--- src/fsc_pkg.sv ---
// ----------------------------------------------------------------------------
// fsc_pkg
// Shared types and constants for the frequency stability checker.
// ----------------------------------------------------------------------------
package fsc_pkg;

    localparam int COUNT_W = 16;
    localparam int FREQ_W  = 22;
    localparam int ROC_W   = 24;
    localparam int CFG_W   = 24;
    localparam int IDX_W   = 2;

    // Divider geometry: the rate dividend is |df| * 32000, 22 + 15 bits.
    localparam int DVD_W  = 37;
    localparam int DSR_W  = COUNT_W + 1;
    localparam int STEP_W = 6;

    localparam logic [FREQ_W-1:0] FREQ_MAX  = {FREQ_W{1'b1}};
    localparam logic [ROC_W-1:0]  ROC_MAX   = {ROC_W{1'b1}};
    localparam logic [FREQ_W-1:0] FREQ_NUM  = FREQ_W'(16000 * 256);
    localparam logic [15:0]       RATE_MULT = 16'd32000;

    localparam logic [STEP_W-1:0] FREQ_STEPS = STEP_W'(FREQ_W);
    localparam logic [STEP_W-1:0] RATE_STEPS = STEP_W'(DVD_W);

    localparam logic [IDX_W-1:0] REG_LOW_FREQ = 2'd0;
    localparam logic [IDX_W-1:0] REG_ROC_LIM  = 2'd1;

    localparam logic [FREQ_W-1:0] LOW_FREQ_RESET = 22'd12544;
    localparam logic [ROC_W-1:0]  ROC_LIM_RESET  = 24'd2304;

    typedef struct packed {
        logic              start;
        logic [DVD_W-1:0]  dividend;
        logic [DSR_W-1:0]  divisor;
        logic [STEP_W-1:0] steps;
    } div_ctrl_t;

    typedef struct packed {
        logic             done;
        logic [DVD_W-1:0] quotient;
    } div_stat_t;

endpackage

--- src/fsc_divider.sv ---
// ----------------------------------------------------------------------------
// fsc_divider
// Restoring divider, one quotient bit per clock, shared by both divisions.
// ----------------------------------------------------------------------------
module fsc_divider
    import fsc_pkg::*;
(
    input  logic      clk,
    input  logic      rst_n,
    input  div_ctrl_t ctrl,
    output div_stat_t stat
);

    logic [DSR_W:0]    rem_reg, rem_next;
    logic [DVD_W-1:0]  dvd_reg, dvd_next;
    logic [DVD_W-1:0]  quo_reg, quo_next;
    logic [DSR_W-1:0]  dsr_reg, dsr_next;
    logic [STEP_W-1:0] cnt_reg, cnt_next;
    logic              busy_reg, busy_next;
    logic              done_reg, done_next;

    logic [DSR_W:0] trial;
    logic [DSR_W:0] shifted;

    always_comb
    begin
        shifted   = {rem_reg[DSR_W-1:0], dvd_reg[DVD_W-1]};
        trial     = shifted - {1'b0, dsr_reg};
        rem_next  = rem_reg;
        dvd_next  = dvd_reg;
        quo_next  = quo_reg;
        dsr_next  = dsr_reg;
        cnt_next  = cnt_reg;
        busy_next = busy_reg;
        done_next = 1'b0;
        if (ctrl.start)
        begin
            rem_next  = '0;
            dvd_next  = ctrl.dividend;
            quo_next  = '0;
            dsr_next  = ctrl.divisor;
            cnt_next  = ctrl.steps;
            busy_next = 1'b1;
        end
        else if (busy_reg)
        begin
            dvd_next = {dvd_reg[DVD_W-2:0], 1'b0};
            if (shifted >= {1'b0, dsr_reg})
            begin
                rem_next = trial;
                quo_next = {quo_reg[DVD_W-2:0], 1'b1};
            end
            else
            begin
                rem_next = shifted;
                quo_next = {quo_reg[DVD_W-2:0], 1'b0};
            end
            cnt_next = cnt_reg - 1'b1;
            if (cnt_reg == STEP_W'(1))
            begin
                busy_next = 1'b0;
                done_next = 1'b1;
            end
        end
    end

    always_ff @(posedge clk or negedge rst_n)
    begin
        if (!rst_n)
        begin
            busy_reg <= 1'b0;
            done_reg <= 1'b0;
            cnt_reg  <= '0;
        end
        else
        begin
            busy_reg <= busy_next;
            done_reg <= done_next;
            cnt_reg  <= cnt_next;
        end
    end

    always_ff @(posedge clk)
    begin
        rem_reg <= rem_next;
        dvd_reg <= dvd_next;
        quo_reg <= quo_next;
        dsr_reg <= dsr_next;
    end

    assign stat.done     = done_reg;
    assign stat.quotient = quo_reg;

endmodule

--- src/frequency_stability_checker_core.sv ---
// ----------------------------------------------------------------------------
// frequency_stability_checker_core
// Under-frequency and rate-of-change check on a stream of period counts.
// ----------------------------------------------------------------------------
// Each input request carries one period count of the supply signal in ticks of
// a 16000 Hz sample clock. The block answers every request with one result:
// the frequency 4096000 / count and the absolute rate of change
// |f_new - f_old| * 32000 / (count_new + count_old), both unsigned with eight
// fraction bits and truncated, an unstable flag and the count itself. A zero
// count gives the all-ones frequency, and a zero in either count gives the
// all-ones rate, so the first result after reset reports unstable unless the
// rate limit is all ones. Both divisions run on one shared restoring divider
// that produces one quotient bit per clock, 22 bits for the frequency and 37
// for the rate. A request passes through the states FREQ_START, FREQ_WAIT,
// DIFF, MUL, RATE_START, RATE_WAIT and FINISH; the rate division is skipped
// when only the previous count is zero, and both divisions are skipped when
// the new count is zero. The next request can be accepted in the cycle after
// the result is loaded. The input is ready only while the sequencer is idle;
// the result sits in an output register, so a new request is accepted while
// the previous result still waits to be taken. The limit registers are
// written through the plain write port and should be changed only when idle.
// ----------------------------------------------------------------------------
module frequency_stability_checker_core
    import fsc_pkg::*;
(
    input  logic             clk,
    input  logic             rst_n,

    input  logic             s_tvalid,
    output logic             s_tready,
    input  logic [15:0]      s_tdata,   // [15:0] period_count

    output logic             m_tvalid,
    input  logic             m_tready,
    output logic [63:0]      m_tdata,   // [21:0] frequency_q8, [45:22] roc_q8,
                                        // [46] unstable, [62:47] count_echo, [63] zero

    input  logic             cfg_we,
    input  logic [IDX_W-1:0] cfg_index,
    input  logic [CFG_W-1:0] cfg_data
);

    typedef enum logic [2:0] {
        ST_IDLE,
        ST_FREQ_START,
        ST_FREQ_WAIT,
        ST_DIFF,
        ST_MUL,
        ST_RATE_START,
        ST_RATE_WAIT,
        ST_FINISH
    } state_t;

    state_t state_reg, state_next;

    // Limit registers.
    logic [FREQ_W-1:0] low_lim_reg;
    logic [ROC_W-1:0]  roc_lim_reg;

    // History kept from the previous request. The frequency of the previous
    // count is kept too, so that it need not be divided out again.
    logic [COUNT_W-1:0] prev_count_reg, prev_count_next;
    logic [FREQ_W-1:0]  prev_freq_reg, prev_freq_next;

    // Working registers of the current request.
    logic [COUNT_W-1:0] cnew_reg, cnew_next;
    logic [FREQ_W-1:0]  fnew_reg, fnew_next;
    logic [ROC_W-1:0]   roc_reg, roc_next;
    logic [FREQ_W-1:0]  diff_reg, diff_next;
    logic [DVD_W-1:0]   prod_reg, prod_next;
    logic [DSR_W-1:0]   sum_reg, sum_next;

    // Result register.
    logic        out_valid_reg, out_valid_next;
    logic [63:0] out_data_reg, out_data_next;

    div_ctrl_t div_ctrl;
    div_stat_t div_stat;

    logic in_fire;
    logic out_free;
    logic unstable;

    fsc_divider u_div (
        .clk   (clk),
        .rst_n (rst_n),
        .ctrl  (div_ctrl),
        .stat  (div_stat)
    );

    assign s_tready = (state_reg == ST_IDLE);
    assign in_fire  = s_tvalid && s_tready;
    assign out_free = !out_valid_reg || m_tready;
    assign unstable = (fnew_reg < low_lim_reg) || (roc_reg > roc_lim_reg);

    always_comb
    begin
        state_next      = state_reg;
        prev_count_next = prev_count_reg;
        prev_freq_next  = prev_freq_reg;
        cnew_next       = cnew_reg;
        fnew_next       = fnew_reg;
        roc_next        = roc_reg;
        diff_next       = diff_reg;
        prod_next       = prod_reg;
        sum_next        = sum_reg;
        out_valid_next  = out_valid_reg;
        out_data_next   = out_data_reg;

        div_ctrl.start    = 1'b0;
        div_ctrl.dividend = {FREQ_NUM, {(DVD_W-FREQ_W){1'b0}}};
        div_ctrl.divisor  = {1'b0, cnew_reg};
        div_ctrl.steps    = FREQ_STEPS;

        if (out_valid_reg && m_tready)
        begin
            out_valid_next = 1'b0;
        end

        case (state_reg)
            ST_IDLE:
            begin
                if (in_fire)
                begin
                    cnew_next  = s_tdata[COUNT_W-1:0];
                    state_next = ST_FREQ_START;
                end
            end
            ST_FREQ_START:
            begin
                if (cnew_reg == '0)
                begin
                    // Infinite frequency: saturate both values.
                    fnew_next  = FREQ_MAX;
                    roc_next   = ROC_MAX;
                    state_next = ST_FINISH;
                end
                else
                begin
                    div_ctrl.start = 1'b1;
                    state_next     = ST_FREQ_WAIT;
                end
            end
            ST_FREQ_WAIT:
            begin
                if (div_stat.done)
                begin
                    fnew_next = div_stat.quotient[FREQ_W-1:0];
                    if (prev_count_reg == '0)
                    begin
                        roc_next   = ROC_MAX;
                        state_next = ST_FINISH;
                    end
                    else
                    begin
                        state_next = ST_DIFF;
                    end
                end
            end
            ST_DIFF:
            begin
                if (fnew_reg > prev_freq_reg)
                begin
                    diff_next = fnew_reg - prev_freq_reg;
                end
                else
                begin
                    diff_next = prev_freq_reg - fnew_reg;
                end
                sum_next   = {1'b0, cnew_reg} + {1'b0, prev_count_reg};
                state_next = ST_MUL;
            end
            ST_MUL:
            begin
                prod_next  = DVD_W'(diff_reg) * DVD_W'(RATE_MULT);
                state_next = ST_RATE_START;
            end
            ST_RATE_START:
            begin
                div_ctrl.start    = 1'b1;
                div_ctrl.dividend = prod_reg;
                div_ctrl.divisor  = sum_reg;
                div_ctrl.steps    = RATE_STEPS;
                state_next        = ST_RATE_WAIT;
            end
            ST_RATE_WAIT:
            begin
                if (div_stat.done)
                begin
                    if (div_stat.quotient[DVD_W-1:ROC_W] != '0)
                    begin
                        roc_next = ROC_MAX;
                    end
                    else
                    begin
                        roc_next = div_stat.quotient[ROC_W-1:0];
                    end
                    state_next = ST_FINISH;
                end
            end
            ST_FINISH:
            begin
                // Hold the finished result until the output register is free.
                if (out_free)
                begin
                    out_valid_next  = 1'b1;
                    out_data_next   = {1'b0, cnew_reg, unstable, roc_reg, fnew_reg};
                    prev_count_next = cnew_reg;
                    prev_freq_next  = fnew_reg;
                    state_next      = ST_IDLE;
                end
            end
            default:
            begin
                state_next = ST_IDLE;
            end
        endcase
    end

    always_ff @(posedge clk or negedge rst_n)
    begin
        if (!rst_n)
        begin
            state_reg      <= ST_IDLE;
            out_valid_reg  <= 1'b0;
            prev_count_reg <= '0;
            low_lim_reg    <= LOW_FREQ_RESET;
            roc_lim_reg    <= ROC_LIM_RESET;
        end
        else
        begin
            state_reg      <= state_next;
            out_valid_reg  <= out_valid_next;
            prev_count_reg <= prev_count_next;
            if (cfg_we && (cfg_index == REG_LOW_FREQ))
            begin
                low_lim_reg <= cfg_data[FREQ_W-1:0];
            end
            if (cfg_we && (cfg_index == REG_ROC_LIM))
            begin
                roc_lim_reg <= cfg_data[ROC_W-1:0];
            end
        end
    end

    always_ff @(posedge clk)
    begin
        prev_freq_reg <= prev_freq_next;
        cnew_reg      <= cnew_next;
        fnew_reg      <= fnew_next;
        roc_reg       <= roc_next;
        diff_reg      <= diff_next;
        prod_reg      <= prod_next;
        sum_reg       <= sum_next;
        out_data_reg  <= out_data_next;
    end

    assign m_tvalid = out_valid_reg;
    assign m_tdata  = out_data_reg;

endmodule
--- config.mk ---
export PLATFORM = sky130hd
export DESIGN_NAME = frequency_stability_checker_core
export DESIGN_NICKNAME = d
export VERILOG_FILES = /design/src/fsc_pkg.sv /design/src/fsc_divider.sv /design/src/frequency_stability_checker_core.sv
export SDC_FILE = /design/constraint.sdc
export NUM_CORES = 1
export LEC_CHECK = 0
export ABC_AREA = 1
export BUFFER_PORTS_ARGS = -buffer_cell sky130_fd_sc_hd__buf_2
export CAP_MARGIN = 20
export CORE_MARGIN = 2
export CORE_UTILIZATION = 60
export DETAILED_ROUTE_END_ITERATION = 8
export PLACE_DENSITY_LB_ADDON = 0.1
export SLEW_MARGIN = 20
export SYNTH_ARGS = -nofsm -noshare
export SYNTH_HDL_FRONTEND = slang
export SYNTH_SLANG_ARGS = --single-unit
--- constraint.sdc ---
create_clock -name clk -period 5.71 [get_ports clk]
set_input_delay 0.8565 -clock clk [delete_from_list [all_inputs] [get_ports clk]]
set_output_delay 0.8565 -clock clk [all_outputs]
set_load 0.05 [all_outputs]
==> run metrics <==
average cell area after synthesis 8.61 µm²; power density over the cells 225 nW/µm²; unrepaired setup endpoints after global routing no; Netlist Area Pre-Place 23300 µm²; count of antenna-violating nets left after detailed routing 0; final estimated routing congestion in global placement 0.964; count of synthesis-stage warnings from yosys 0; biggest area contributors in the synthesized netlist sky130_fd_sc_hd__edfxtp_1 (31%), sky130_fd_sc_hd__nand2_1 (13%), sky130_fd_sc_hd__ha_1 (10%); Max-slew headroom 36.1%; Num Clock Sinks 367; Critical R2R Launch diff_reg[0]$_DFFE_PP_; Worst Path Class, Setup reg -> reg; overall overflow remaining after global route 0; proportion of layout cells with a drive suffix above 1 7.73%; FMAX 226 MHz; maximum number of pins on one net before global-route repair 75; Max Transition Viols Final 0; largest fanout on the critical path 5; number of buffers on the longest clock path 3; static leakage power 12.8 nW; antenna violations before repair 4; slew of the pin with the lowest slew margin 0.956 ns; proportion of register bits with asynchronous set or reset after synthesis 20.2%; Synthesized Nets 3028; Chip Width 201 µm; primary flip-flop cell chosen by synthesis mapping sky130_fd_sc_hd__edfxtp_1; Area Growth Syn to Fin 10.4%; Final HPWL DP 43.3 mm; Fin. Hold Viols 0; number of flip-flops under the largest register name 42; count of flip-flops with a built-in enable after synthesis 239; finished layout cell area 25700 µm²; pre-CTS WS 1.31 ns; Post-Place Cell Area 24300 µm²; Post-CTS Setup Bufs 0; DRT Wirelength 57.0 mm; Antenna diodes 0; Port Buffer Count 111; overall via count from detail_route 17736; clock edge transition at the registers on the reported setup and hold paths 0.06 ns; Setup TNS 0 ns; endpoint of the most critical register-to-register path prod_reg[35]$_DFFE_PP_; VDD IR-drop max 0.000256 V; CTS H-Tree Depth 2; Netlist cell types 51; clock period minus worst slack 4.43 ns; Tot GR Track Use 28.7%; Hold Crit Class in -> async; crit start category flip-flop; final clock period utilization by the worst path 77.5%; share of synthesized area occupied by flip-flops and latches 43.4%; clock buffer count from CTS 41; via count of the first global-routing pass 17728; per-cell routed wire length 17.0 µm; data arrival time of the critical path 4.75 ns; run status completed; register-to-register setup slack 1.28 ns; DRC 0; most common cell after layout, fill and taps aside sky130_fd_sc_hd__nand2_1; drt first pass iters 5; commonest non-fill, non-tap cells in the layout sky130_fd_sc_hd__nand2_1 (793), sky130_fd_sc_hd__inv_1 (507), sky130_fd_sc_hd__edfxtp_1 (239); Clock Skews 0.0268 ns; number of top-level design ports 113; Die Footprint 40400 µm²; effective utilization at floorplan 60.6%; slack of the critical path 1.28 ns; clock tree from TritonCTS built; first-pass GRT wire length 92.1 mm; Finish-stage setup viols 0; Die Y 201 µm; count of state elements after synthesis 367; Register-to-Register Path Depth 15; clock root buffer sky130_fd_sc_hd__clkbuf_16; count of nets after finishing 3135; post-cts gate resize count 0; post-synthesis cell type with the largest combined area sky130_fd_sc_hd__edfxtp_1; clock network latency to the later pin of the worst-skew pair 0.59 ns; number of max-cap violations 0; DRC marker count from the first detailed-route iteration 1334; CP Data Required Time 6.04 ns; post-synthesis cell count 2707; number of placement rows 72; count of hold-fix buffers inserted at cts 0; proportion of netlist area held by the largest area contributor 30.8%; critical path capture point type flip-flop; placeable core region 38500 µm²; via-per-instance ratio 5.27
## through the flow
step | total power, W | cells | utilization [%] | hold slack (ns)
floorplan | 0.00311 | 2707 | - | 0.426
global placement | 0.00318 | 3288 | 63.2 | 0.432
detailed placement | 0.00319 | 3288 | 63.2 | 0.442
CTS | 0.00584 | 3364 | 66.8 | 0.422
global route | 0.00598 | 3365 | 66.8 | 0.356
finish | 0.00579 | 3365 | 66.8 | 0.288
## synth_stat cells, drive strengths merged, types with 3 or more instances
cell type / n
a21o: 5
a21oi: 105
a22o: 22
buf: 30
clkbuf: 28
dfrtp: 69
dfstp: 5
dfxtp: 54
edfxtp: 239
fa: 82
ha: 192
inv: 513
nand2: 800
nand3: 121
nand3b: 18
nand4: 28
nor2: 119
nor3: 14
nor4: 6
o211ai: 3
o21ai: 161
o21bai: 9
o22a: 6
xnor2: 13
xor2: 49
## routing by layer
metal / track usage (%) / part of all wire (%)
met1: 37.2 / 43
met3: 3.90 / 4.8
met2: 50.1 / 49
met4: 9.21 / 3.1
met5: 0 / 0.072
## cell families (layout without fill, tap and decap cells)
group | Yosys count | in the layout | synth area share, %
AO/OA/AOI/OAI | 321 | 321 | 7.63
buffers and inverters | 572 | 712 | 9.61
AND/OR/NAND/NOR | 1110 | 1110 | 19.6
adder cells (fa/ha/maj) | 274 | 274 | 17.4
other | 1 | 1 | 0.0161
flip-flops | 367 | 367 | 43.4
XOR/XNOR | 62 | 62 | 2.33
## where the power goes
| group | total, W | internal, W | switching, W |
|---|---|---|---|
| Sequential | 0.00290 | 0.00287 | 0.0000329 |
| Clock | 0.00265 | 0.00149 | 0.00116 |
| Combinational | 0.000238 | 0.0000907 | 0.000147 |
| Total | 0.00579 | 0.00445 | 0.00134 |
## area by class of cell
| cell class | count | area (µm²) |
|---|---|---|
| fillers | 3251 | 12800 |
| multi-input cells | 1768 | 11000 |
| flip-flops and latches | 367 | 10100 |
| inverters | 514 | 1930 |
| clock buffers | 49 | 1100 |
| repair buffers | 122 | 664 |
| well taps | 518 | 648 |
| clock inverters | 27 | 259 |
## critical path, stage by stage, from the launching register on
cell and delay [ns]:
sky130_fd_sc_hd__edfxtp_1 0.48, sky130_fd_sc_hd__fa_1 0.57, sky130_fd_sc_hd__fa_1 0.52, sky130_fd_sc_hd__inv_1 0.05, sky130_fd_sc_hd__fa_1 0.47, sky130_fd_sc_hd__fa_1 0.51
sky130_fd_sc_hd__inv_1 0.04, sky130_fd_sc_hd__ha_1 0.35, sky130_fd_sc_hd__o21ai_0 0.34, sky130_fd_sc_hd__inv_1 0.14, sky130_fd_sc_hd__a21oi_1 0.30, sky130_fd_sc_hd__inv_1 0.12
sky130_fd_sc_hd__nand2_1 0.10, sky130_fd_sc_hd__nand3_1 0.08, sky130_fd_sc_hd__nand2_1 0.06, sky130_fd_sc_hd__nand2_1 0.04
## how the worst max path moves through the flow
stage	start	slack (ns)	cells past startpoint	endpoint
floorplan	m_tready	1.25	6	prev_count_reg[0]$_DFFE_PN0P_
global placement	diff_reg[15]$_DFFE_PP_	1.40	16	prod_reg[36]$_DFFE_PP_
detailed placement	diff_reg[15]$_DFFE_PP_	1.31	16	prod_reg[32]$_DFFE_PP_
CTS	diff_reg[15]$_DFFE_PP_	1.29	16	prod_reg[32]$_DFFE_PP_
global route	diff_reg[7]$_DFFE_PP_	0.95	14	prod_reg[28]$_DFFE_PP_
finish	diff_reg[0]$_DFFE_PP_	1.28	15	prod_reg[35]$_DFFE_PP_
No activity file was read; power rests on OpenSTA's default activity.
